==> config.mk <==
export PLATFORM = sky130hd
export DESIGN_NAME = retry_backoff_scheduler
export DESIGN_NICKNAME = d
export VERILOG_FILES = /design/src/rtl/core/rbs_pkg.sv /design/src/rtl/core/retry_backoff_scheduler.sv
export SDC_FILE = /design/constraint.sdc
export NUM_CORES = 2
export LEC_CHECK = 0
export BUFFER_PORTS_ARGS = -buffer_cell sky130_fd_sc_hd__buf_2
export CAP_MARGIN = 25
export CORE_MARGIN = 5
export CORE_UTILIZATION = 40
export DETAILED_ROUTE_END_ITERATION = 8
export HOLD_SLACK_MARGIN = 0.08
export SLEW_MARGIN = 0
export SYNTH_ARGS = -nofsm -noshare
export SYNTH_HDL_FRONTEND = slang
export SYNTH_SLANG_ARGS = --single-unit
export TNS_END_PERCENT = 10
==> constraint.sdc <==
create_clock -name clk -period 13.8 [get_ports clk]
set_input_delay 0.69 -clock clk [delete_from_list [all_inputs] [get_ports clk]]
set_output_delay 0.69 -clock clk [all_outputs]
set_load 0.02 [all_outputs]
==> src/rtl/core/rbs_pkg.sv <==
// ============================================================================
// rbs_pkg - shared definitions for the retry backoff scheduler
// Field widths, datapath widths, configuration register indexes and reset
// values used by the scheduler core.
// ============================================================================
package rbs_pkg;

    // Result and state widths.
    localparam int DELAY_WIDTH = 28;
    localparam int COUNT_WIDTH = 8;

    // Configuration port.
    localparam int CFG_INDEX_W = 3;
    localparam int CFG_DATA_W  = 20;
    localparam int MS_W        = 20;
    localparam int RATIO_W     = 17;
    localparam int LIMIT_W     = 8;

    localparam logic [CFG_INDEX_W-1:0] REG_MAX_RETRIES = 3'd0;
    localparam logic [CFG_INDEX_W-1:0] REG_INITIAL     = 3'd1;
    localparam logic [CFG_INDEX_W-1:0] REG_MAXIMUM     = 3'd2;
    localparam logic [CFG_INDEX_W-1:0] REG_MIN_DELAY   = 3'd3;
    localparam logic [CFG_INDEX_W-1:0] REG_PADDING     = 3'd4;
    localparam logic [CFG_INDEX_W-1:0] REG_JITTER      = 3'd5;

    localparam logic [LIMIT_W-1:0] RST_MAX_RETRIES = 8'd3;
    localparam logic [MS_W-1:0]    RST_INITIAL     = 20'd1000;
    localparam logic [MS_W-1:0]    RST_MAXIMUM     = 20'd30000;
    localparam logic [RATIO_W-1:0] RATIO_ONE       = 17'd65536;

    // Input field widths.
    localparam int SERVER_W = 16;
    localparam int SAMPLE_W = 16;

    // Datapath widths: the largest base delay (server delay in ms plus
    // padding) fits in 27 bits; jitter at most doubles it.
    localparam int BASE_W      = 27;
    localparam int FIN_W       = BASE_W + 1;
    localparam int MR_W        = 32;
    localparam int PROD_W      = BASE_W + MR_W;
    localparam int ROUND_SHIFT = 31;
    localparam int SECOND_MS   = 1000;

    localparam logic [PROD_W-1:0] ROUND_HALF = PROD_W'(1) << (ROUND_SHIFT - 1);

endpackage

==> src/rtl/core/retry_backoff_scheduler.sv <==
// ============================================================================
// retry_backoff_scheduler - capped exponential backoff with jitter
// Decides whether a failed request is retried and how long to wait first.
// ============================================================================
// Usage. Configuration registers are written over the cfg channel (index and
// data, one transfer per register); cfg_ready is always high, and writes are
// expected only while the block is idle. Each failure report arrives as one
// transfer on the in channel and yields exactly one result transfer on the
// out channel: scheduled, attempt, retry_limit and delay_ms.
// Processing, from the input transfer to the result transfer: a refused
// report goes straight to the output state. A scheduled one runs the
// doubling steps of the backoff sequencer (skipped when the server gave a
// delay), a load step, the shift-add jitter multiplier over the bits of
// the base delay (left at once when jitter is disabled or the sample is
// zero), a rounding step and the output state. The doubling and shift-add
// loops set the processing time. One report is processed at a time;
// in_ready is high only while the sequencer is idle.
// The result sits in an output register, so a new report may be taken while
// the receiver stalls; the next result then waits in the output state.
// Reset clears the retry count and the sequencer and returns the
// configuration registers to their defaults.
// ============================================================================
module retry_backoff_scheduler
(
    input  logic                                  clk,
    input  logic                                  rst_n,
    // Configuration write channel.
    input  logic                                  cfg_valid,
    output logic                                  cfg_ready,
    input  logic [rbs_pkg::CFG_INDEX_W-1:0]       cfg_index,
    input  logic [rbs_pkg::CFG_DATA_W-1:0]        cfg_data,
    // Failure report channel.
    input  logic                                  in_valid,
    output logic                                  in_ready,
    input  logic                                  retryable,
    input  logic                                  output_sent,
    input  logic [rbs_pkg::SERVER_W-1:0]          server_delay_s,
    input  logic signed [rbs_pkg::SAMPLE_W-1:0]   jitter_sample,
    // Retry decision channel.
    output logic                                  out_valid,
    input  logic                                  out_ready,
    output logic                                  scheduled,
    output logic [rbs_pkg::LIMIT_W-1:0]           attempt,
    output logic [rbs_pkg::LIMIT_W-1:0]           retry_limit,
    output logic [rbs_pkg::DELAY_WIDTH-1:0]       delay_ms
);

    localparam int CW = rbs_pkg::COUNT_WIDTH;
    localparam int BW = rbs_pkg::BASE_W;
    localparam int FW = rbs_pkg::FIN_W;
    localparam int PW = rbs_pkg::PROD_W;
    localparam int MW = rbs_pkg::MS_W;
    localparam int DW = rbs_pkg::DELAY_WIDTH;
    localparam int CMP_W = CW + rbs_pkg::LIMIT_W;

    // Sequencer states.
    localparam logic [2:0] ST_IDLE   = 3'd0;
    localparam logic [2:0] ST_DOUBLE = 3'd1;
    localparam logic [2:0] ST_LOAD   = 3'd2;
    localparam logic [2:0] ST_MUL    = 3'd3;
    localparam logic [2:0] ST_ADJ    = 3'd4;
    localparam logic [2:0] ST_FINISH = 3'd5;

    // Configuration registers.
    logic [rbs_pkg::LIMIT_W-1:0] max_retries_reg;
    logic [MW-1:0]               initial_reg;
    logic [MW-1:0]               maximum_reg;
    logic [MW-1:0]               min_delay_reg;
    logic [MW-1:0]               padding_reg;
    logic [rbs_pkg::RATIO_W-1:0] ratio_reg;

    // Sequencer and datapath.
    logic [2:0]               state_reg, state_next;
    logic [CW-1:0]            count_reg, count_next;
    logic [CW-1:0]            iter_reg, iter_next;
    logic [BW-1:0]            base_reg, base_next;
    logic                     neg_reg, neg_next;
    logic [rbs_pkg::SAMPLE_W-1:0] mag_reg, mag_next;
    logic                     refused_reg, refused_next;
    logic [PW-1:0]            mcand_reg, mcand_next;
    logic [BW-1:0]            mulb_reg, mulb_next;
    logic [PW-1:0]            acc_reg, acc_next;
    logic [FW-1:0]            fin_reg, fin_next;

    // Output register.
    logic                          out_valid_reg, out_valid_next;
    logic                          scheduled_reg, scheduled_next;
    logic [rbs_pkg::LIMIT_W-1:0]   attempt_reg, attempt_next;
    logic [rbs_pkg::LIMIT_W-1:0]   retry_limit_reg, retry_limit_next;
    logic [DW-1:0]                 delay_reg, delay_next;

    // Combinational helpers.
    logic [MW-1:0]                 cap;
    logic [BW-1:0]                 cap_ext;
    logic                          refuse;
    logic [rbs_pkg::SAMPLE_W-1:0]  sample_bits;
    logic [rbs_pkg::MR_W-1:0]      mr;
    logic [PW-1:0]                 rounded;
    logic [FW-1:0]                 q;
    logic [FW-1:0]                 base_fin;
    logic [FW-1:0]                 floored;
    logic                          saturate;

    // The configuration port never stalls.
    assign cfg_ready = 1'b1;

    always_ff @(posedge clk or negedge rst_n)
    begin
        if (!rst_n)
        begin
            max_retries_reg <= rbs_pkg::RST_MAX_RETRIES;
            initial_reg     <= rbs_pkg::RST_INITIAL;
            maximum_reg     <= rbs_pkg::RST_MAXIMUM;
            min_delay_reg   <= '0;
            padding_reg     <= '0;
            ratio_reg       <= '0;
        end
        else if (cfg_valid)
        begin
            unique case (cfg_index)
                rbs_pkg::REG_MAX_RETRIES: max_retries_reg <= cfg_data[rbs_pkg::LIMIT_W-1:0];
                rbs_pkg::REG_INITIAL:     initial_reg     <= cfg_data;
                rbs_pkg::REG_MAXIMUM:     maximum_reg     <= cfg_data;
                rbs_pkg::REG_MIN_DELAY:   min_delay_reg   <= cfg_data;
                rbs_pkg::REG_PADDING:     padding_reg     <= cfg_data;
                rbs_pkg::REG_JITTER:
                begin
                    // Ratios above one saturate to one.
                    if (cfg_data[rbs_pkg::RATIO_W-1:0] > rbs_pkg::RATIO_ONE)
                        ratio_reg <= rbs_pkg::RATIO_ONE;
                    else
                        ratio_reg <= cfg_data[rbs_pkg::RATIO_W-1:0];
                end
                default: ;
            endcase
        end
    end

    // The effective cap is never below the initial backoff.
    assign cap     = (maximum_reg > initial_reg) ? maximum_reg : initial_reg;
    assign cap_ext = BW'(cap);

    // A retry is refused when it is not allowed, when the budget is spent or
    // when the counter cannot advance any further.
    assign refuse = !retryable || output_sent
                    || (CMP_W'(count_reg) >= CMP_W'(max_retries_reg))
                    || (count_reg == '1);

    assign sample_bits = jitter_sample;
    assign mr          = rbs_pkg::MR_W'(mag_reg) * rbs_pkg::MR_W'(ratio_reg);

    // Round half away from zero on the magnitude, then apply the sign.
    assign rounded  = acc_reg + rbs_pkg::ROUND_HALF;
    assign q        = FW'(rounded >> rbs_pkg::ROUND_SHIFT);
    assign base_fin = FW'(base_reg);

    assign floored  = (fin_reg < FW'(min_delay_reg)) ? FW'(min_delay_reg) : fin_reg;
    assign saturate = (floored >> DW) != '0;

    always_comb
    begin
        state_next       = state_reg;
        count_next       = count_reg;
        iter_next        = iter_reg;
        base_next        = base_reg;
        neg_next         = neg_reg;
        mag_next         = mag_reg;
        refused_next     = refused_reg;
        mcand_next       = mcand_reg;
        mulb_next        = mulb_reg;
        acc_next         = acc_reg;
        fin_next         = fin_reg;
        out_valid_next   = out_valid_reg;
        scheduled_next   = scheduled_reg;
        attempt_next     = attempt_reg;
        retry_limit_next = retry_limit_reg;
        delay_next       = delay_reg;

        if (out_valid_reg && out_ready)
            out_valid_next = 1'b0;

        unique case (state_reg)
            ST_IDLE:
            begin
                if (in_valid)
                begin
                    neg_next = sample_bits[rbs_pkg::SAMPLE_W-1];
                    mag_next = sample_bits[rbs_pkg::SAMPLE_W-1] ? (~sample_bits + 1'b1)
                                                                : sample_bits;
                    if (refuse)
                    begin
                        refused_next = 1'b1;
                        state_next   = ST_FINISH;
                    end
                    else
                    begin
                        refused_next = 1'b0;
                        count_next   = count_reg + 1'b1;
                        // One doubling per earlier retry.
                        iter_next    = count_reg;
                        if (server_delay_s != '0)
                        begin
                            base_next  = BW'(server_delay_s) * BW'(rbs_pkg::SECOND_MS)
                                         + BW'(padding_reg);
                            state_next = ST_LOAD;
                        end
                        else
                        begin
                            base_next  = BW'(initial_reg);
                            state_next = ST_DOUBLE;
                        end
                    end
                end
            end

            ST_DOUBLE:
            begin
                if (iter_reg == '0)
                begin
                    base_next  = (base_reg < cap_ext) ? base_reg : cap_ext;
                    state_next = ST_LOAD;
                end
                else if (base_reg >= (cap_ext >> 1))
                begin
                    // Base at or above half the cap, rounded down: clamp and stop early.
                    base_next  = cap_ext;
                    state_next = ST_LOAD;
                end
                else if (base_reg == '0)
                begin
                    // A zero backoff below the cap stays zero however often
                    // it is doubled.
                    state_next = ST_LOAD;
                end
                else
                begin
                    base_next = base_reg << 1;
                    iter_next = iter_reg - 1'b1;
                end
            end

            ST_LOAD:
            begin
                // A zero amplitude leaves nothing to multiply.
                mcand_next = PW'(mr);
                acc_next   = '0;
                mulb_next  = (mr == '0) ? '0 : base_reg;
                state_next = ST_MUL;
            end

            ST_MUL:
            begin
                // Shift-add: one multiplier bit of the base delay per cycle.
                if (mulb_reg == '0)
                    state_next = ST_ADJ;
                else
                begin
                    if (mulb_reg[0])
                        acc_next = acc_reg + mcand_reg;
                    mcand_next = mcand_reg << 1;
                    mulb_next  = mulb_reg >> 1;
                end
            end

            ST_ADJ:
            begin
                // The correction never exceeds the delay, but clamp anyway.
                if (neg_reg)
                    fin_next = (q > base_fin) ? '0 : base_fin - q;
                else
                    fin_next = base_fin + q;
                state_next = ST_FINISH;
            end

            ST_FINISH:
            begin
                if (!out_valid_reg || out_ready)
                begin
                    out_valid_next   = 1'b1;
                    scheduled_next   = !refused_reg;
                    retry_limit_next = max_retries_reg;
                    if (refused_reg)
                    begin
                        attempt_next = '0;
                        delay_next   = '0;
                    end
                    else
                    begin
                        attempt_next = rbs_pkg::LIMIT_W'(count_reg);
                        delay_next   = saturate ? '1 : DW'(floored);
                    end
                    state_next = ST_IDLE;
                end
            end

            default:
            begin
                state_next = ST_IDLE;
            end
        endcase
    end

    always_ff @(posedge clk or negedge rst_n)
    begin
        if (!rst_n)
        begin
            state_reg     <= ST_IDLE;
            count_reg     <= '0;
            out_valid_reg <= 1'b0;
        end
        else
        begin
            state_reg     <= state_next;
            count_reg     <= count_next;
            out_valid_reg <= out_valid_next;
        end
    end

    always_ff @(posedge clk)
    begin
        iter_reg        <= iter_next;
        base_reg        <= base_next;
        neg_reg         <= neg_next;
        mag_reg         <= mag_next;
        refused_reg     <= refused_next;
        mcand_reg       <= mcand_next;
        mulb_reg        <= mulb_next;
        acc_reg         <= acc_next;
        fin_reg         <= fin_next;
        scheduled_reg   <= scheduled_next;
        attempt_reg     <= attempt_next;
        retry_limit_reg <= retry_limit_next;
        delay_reg       <= delay_next;
    end

    assign in_ready    = (state_reg == ST_IDLE);
    assign out_valid   = out_valid_reg;
    assign scheduled   = scheduled_reg;
    assign attempt     = attempt_reg;
    assign retry_limit = retry_limit_reg;
    assign delay_ms    = delay_reg;

endmodule

==> flow_summary.ini <==
[place]
placed_area_um2 = 38900
place_congestion = 0.860
dp_hpwl_um = 78600
portBuffers = 108

[detailed_routing]
drt_pass1_iterations = 6
initialDrtViolationCount = 2205
top_layer = met5
ant_nets = 0
vias_per_cell = 5.46
met2_length_um = 49300
drc = 0
vias = 28600
dr_wl_met3_um = 4650
wl_met1_um = 44700
post_drt_wl_per_cell_um = 19.3
wirelength_um = 101000

[yosys]
ys_types = 83
synth_area_leaders = edfxtp_1 (22%), fa_1 (14%), ha_1 (13%)
ys_warn_count = 0
syn-cell-area_um2 = 37100
synth_top_area_frac = 0.219
synth_edf_count = 271
netlist.top_cell.by_area = edfxtp_1
syn_inst = 3933
synth-seq-cells = 388
synthTopCellsByCount = inv_1 (448), ha_1 (380), nand2_1 (378)
synthFlopType = edfxtp_1
synth.net_count = 4640
yosysMostFrequentCell = inv_1
syn_avg_cell_area_um2 = 9.44
seq_area_frac_synth = 0.299
synth-async-reset-ratio = 0.302

[grt]
grt_usage = 0.202
grt_pass1_vias = 28200
grt_first_pass_wirelength_um = 160000
antenna_found_initial = 4
grt_max_degree = 89
grt_overflow = 0

[job]
maxCapViolCount = 0

[final_layout]
fin_util = 0.441
final_cell_area_um2 = 40500
fin_nets = 4675
areaGrowthSynthToFinish_pct = 9.11
diodes = 0
drive_above_1_share = 0.0864

[clocking]
cts_tree = built
hold_buffers = 0
worstSkewPairLatency_ns = 0.62
clockBufferDepth = 3
clk_pin_slew_ns = 0.07
post_cts_buffers = 0
post_cts_resized = 0
root_buffer = clkbuf_16
cts_sinks = 388
cts_buffers = 46
htreeDepth = 2

[sta]
final.setup.tns_ns = 0
slew_viol_final = 0
tightest_slew_ns = 1.04
hold_viol = 0
setup_viol = 0
slew_headroom = 0.303
max_freq_mhz = 127
min_period_ns = 7.87
timing.final.crit_share = 0.570
fin_skew_ns = 0.0492
rsz0062_at_grt = false

[worst_setup_path]
crit_path_max_fanout = 20
required_ns = 14.12
worstSetupStartpointType = flop
crit_path_end_kind = flop
cp.arrival_ns = 8.19
crit_type = reg -> reg

[die]
coreArea_um2 = 91900
die-height_um = 315
die_width_um = 315
initial_utilization = 0.404
io_pins = 110
num_rows = 111
dieArea_um2 = 99000

[worst_hold_path]
hp-class = in -> async

[run_status]
outcome = finished, final reports clean
[cell usage in the layout, fill, tap and decap left out, types with 35 or more instances in the layout]
cell type / count
fa_1: 265
nand4_1: 50
inv_1: 448
clkbuf_16: 48
o21ai_0: 196
nor2b_1: 38
xnor2_1: 92
xor2_1: 60
edfxtp_1: 271
nor2_1: 306
a21oi_1: 228
nor3_1: 67
a211oi_1: 46
nand2_1: 377
and2_1: 168
ha_1: 380
buf_2: 107
dfrtp_1: 102
nand3_1: 35
mux2_2: 63
a21o_1: 108
mux2i_1: 60
[layer usage]
layer  vias up  track usage
met2       671        0.346
met4         4       0.0497
met5         -            0
met3       148       0.0248
met1     14200        0.273
li1      13600            -
[through the flow]
stage | setup slack (ns) | hold WS [ns] | instances
after floorplan | 6.68 | 0.394 | 3933
after global routing | 5.54 | 0.171 | 5248
after detailed placement | 5.90 | 0.435 | 5163
final | 5.93 | 0.132 | 5248
after global placement | 5.63 | 0.429 | 5159
after CTS | 5.92 | 0.129 | 5248
[cell families (layout without fill, tap and decap cells)]
group / Yosys count / count (layout) / synth area share
muxes: 123 / 123 / 0.0353
DFF: 388 / 388 / 0.299
buffers and inverters: 596 / 668 / 0.0614
adders and majority gates: 645 / 645 / 0.271
other: 1 / 1 / 0.000101
AOI/OAI and AO/OA: 808 / 808 / 0.139
and+or+nand+nor: 1220 / 1220 / 0.159
xor gates and xnor gates: 152 / 152 / 0.0359
[critical path, cell delays in order, from the launching register on]
cell       delay [ns]
dfrtp_1          0.78
nand2_1          0.18
fa_1             0.55
inv_1            0.05
fa_1             0.52
fa_1             0.44
fa_1             0.54
fa_1             0.55
inv_1            0.05
fa_1             0.53
inv_1            0.04
ha_1             0.40
inv_1            0.16
o21ai_0          0.11
a221o_1          0.42
or2_2            0.33
xnor2_1          0.20
o2111ai_1        0.15
nor4b_1          0.29
and4_1           0.29
nand4_1          0.27
nor3_4           0.40
buf_8            0.25
a211oi_1         0.08
[path summary, 6_finish.rpt]
check | start | end | slack, ns | cells after the start
hold reg to reg | max_retries_reg[7] | retry_limit[7] | 0.45 | 0
min in group clk | jitter_sample[0] | mag_reg[0] | 0.38 | 1
max in group asynchronous | rst_n | min_delay_reg[8] | 12.30 | 2
hold / removal | rst_n | padding_reg[4] | 0.13 | 1
setup reg to reg | ratio_reg[8] | mulb_reg[10] | 5.93 | 23
setup / recovery | ratio_reg[8] | mulb_reg[10] | 5.93 | 23
[cell type report]
class / count / area (um2)
inverter: 449 / 1690
clock buffer: 59 / 1270
sequential: 388 / 11100
clock inverter: 26 / 329
multi-input combinational: 2949 / 23800
fill: 9019 / 51400
tap: 1243 / 1560
timing repair buffer: 134 / 757
Power is left out: the tool's default activity adds up to more than one toggle a clock period on the data nets, which glitch-free logic cannot reach.
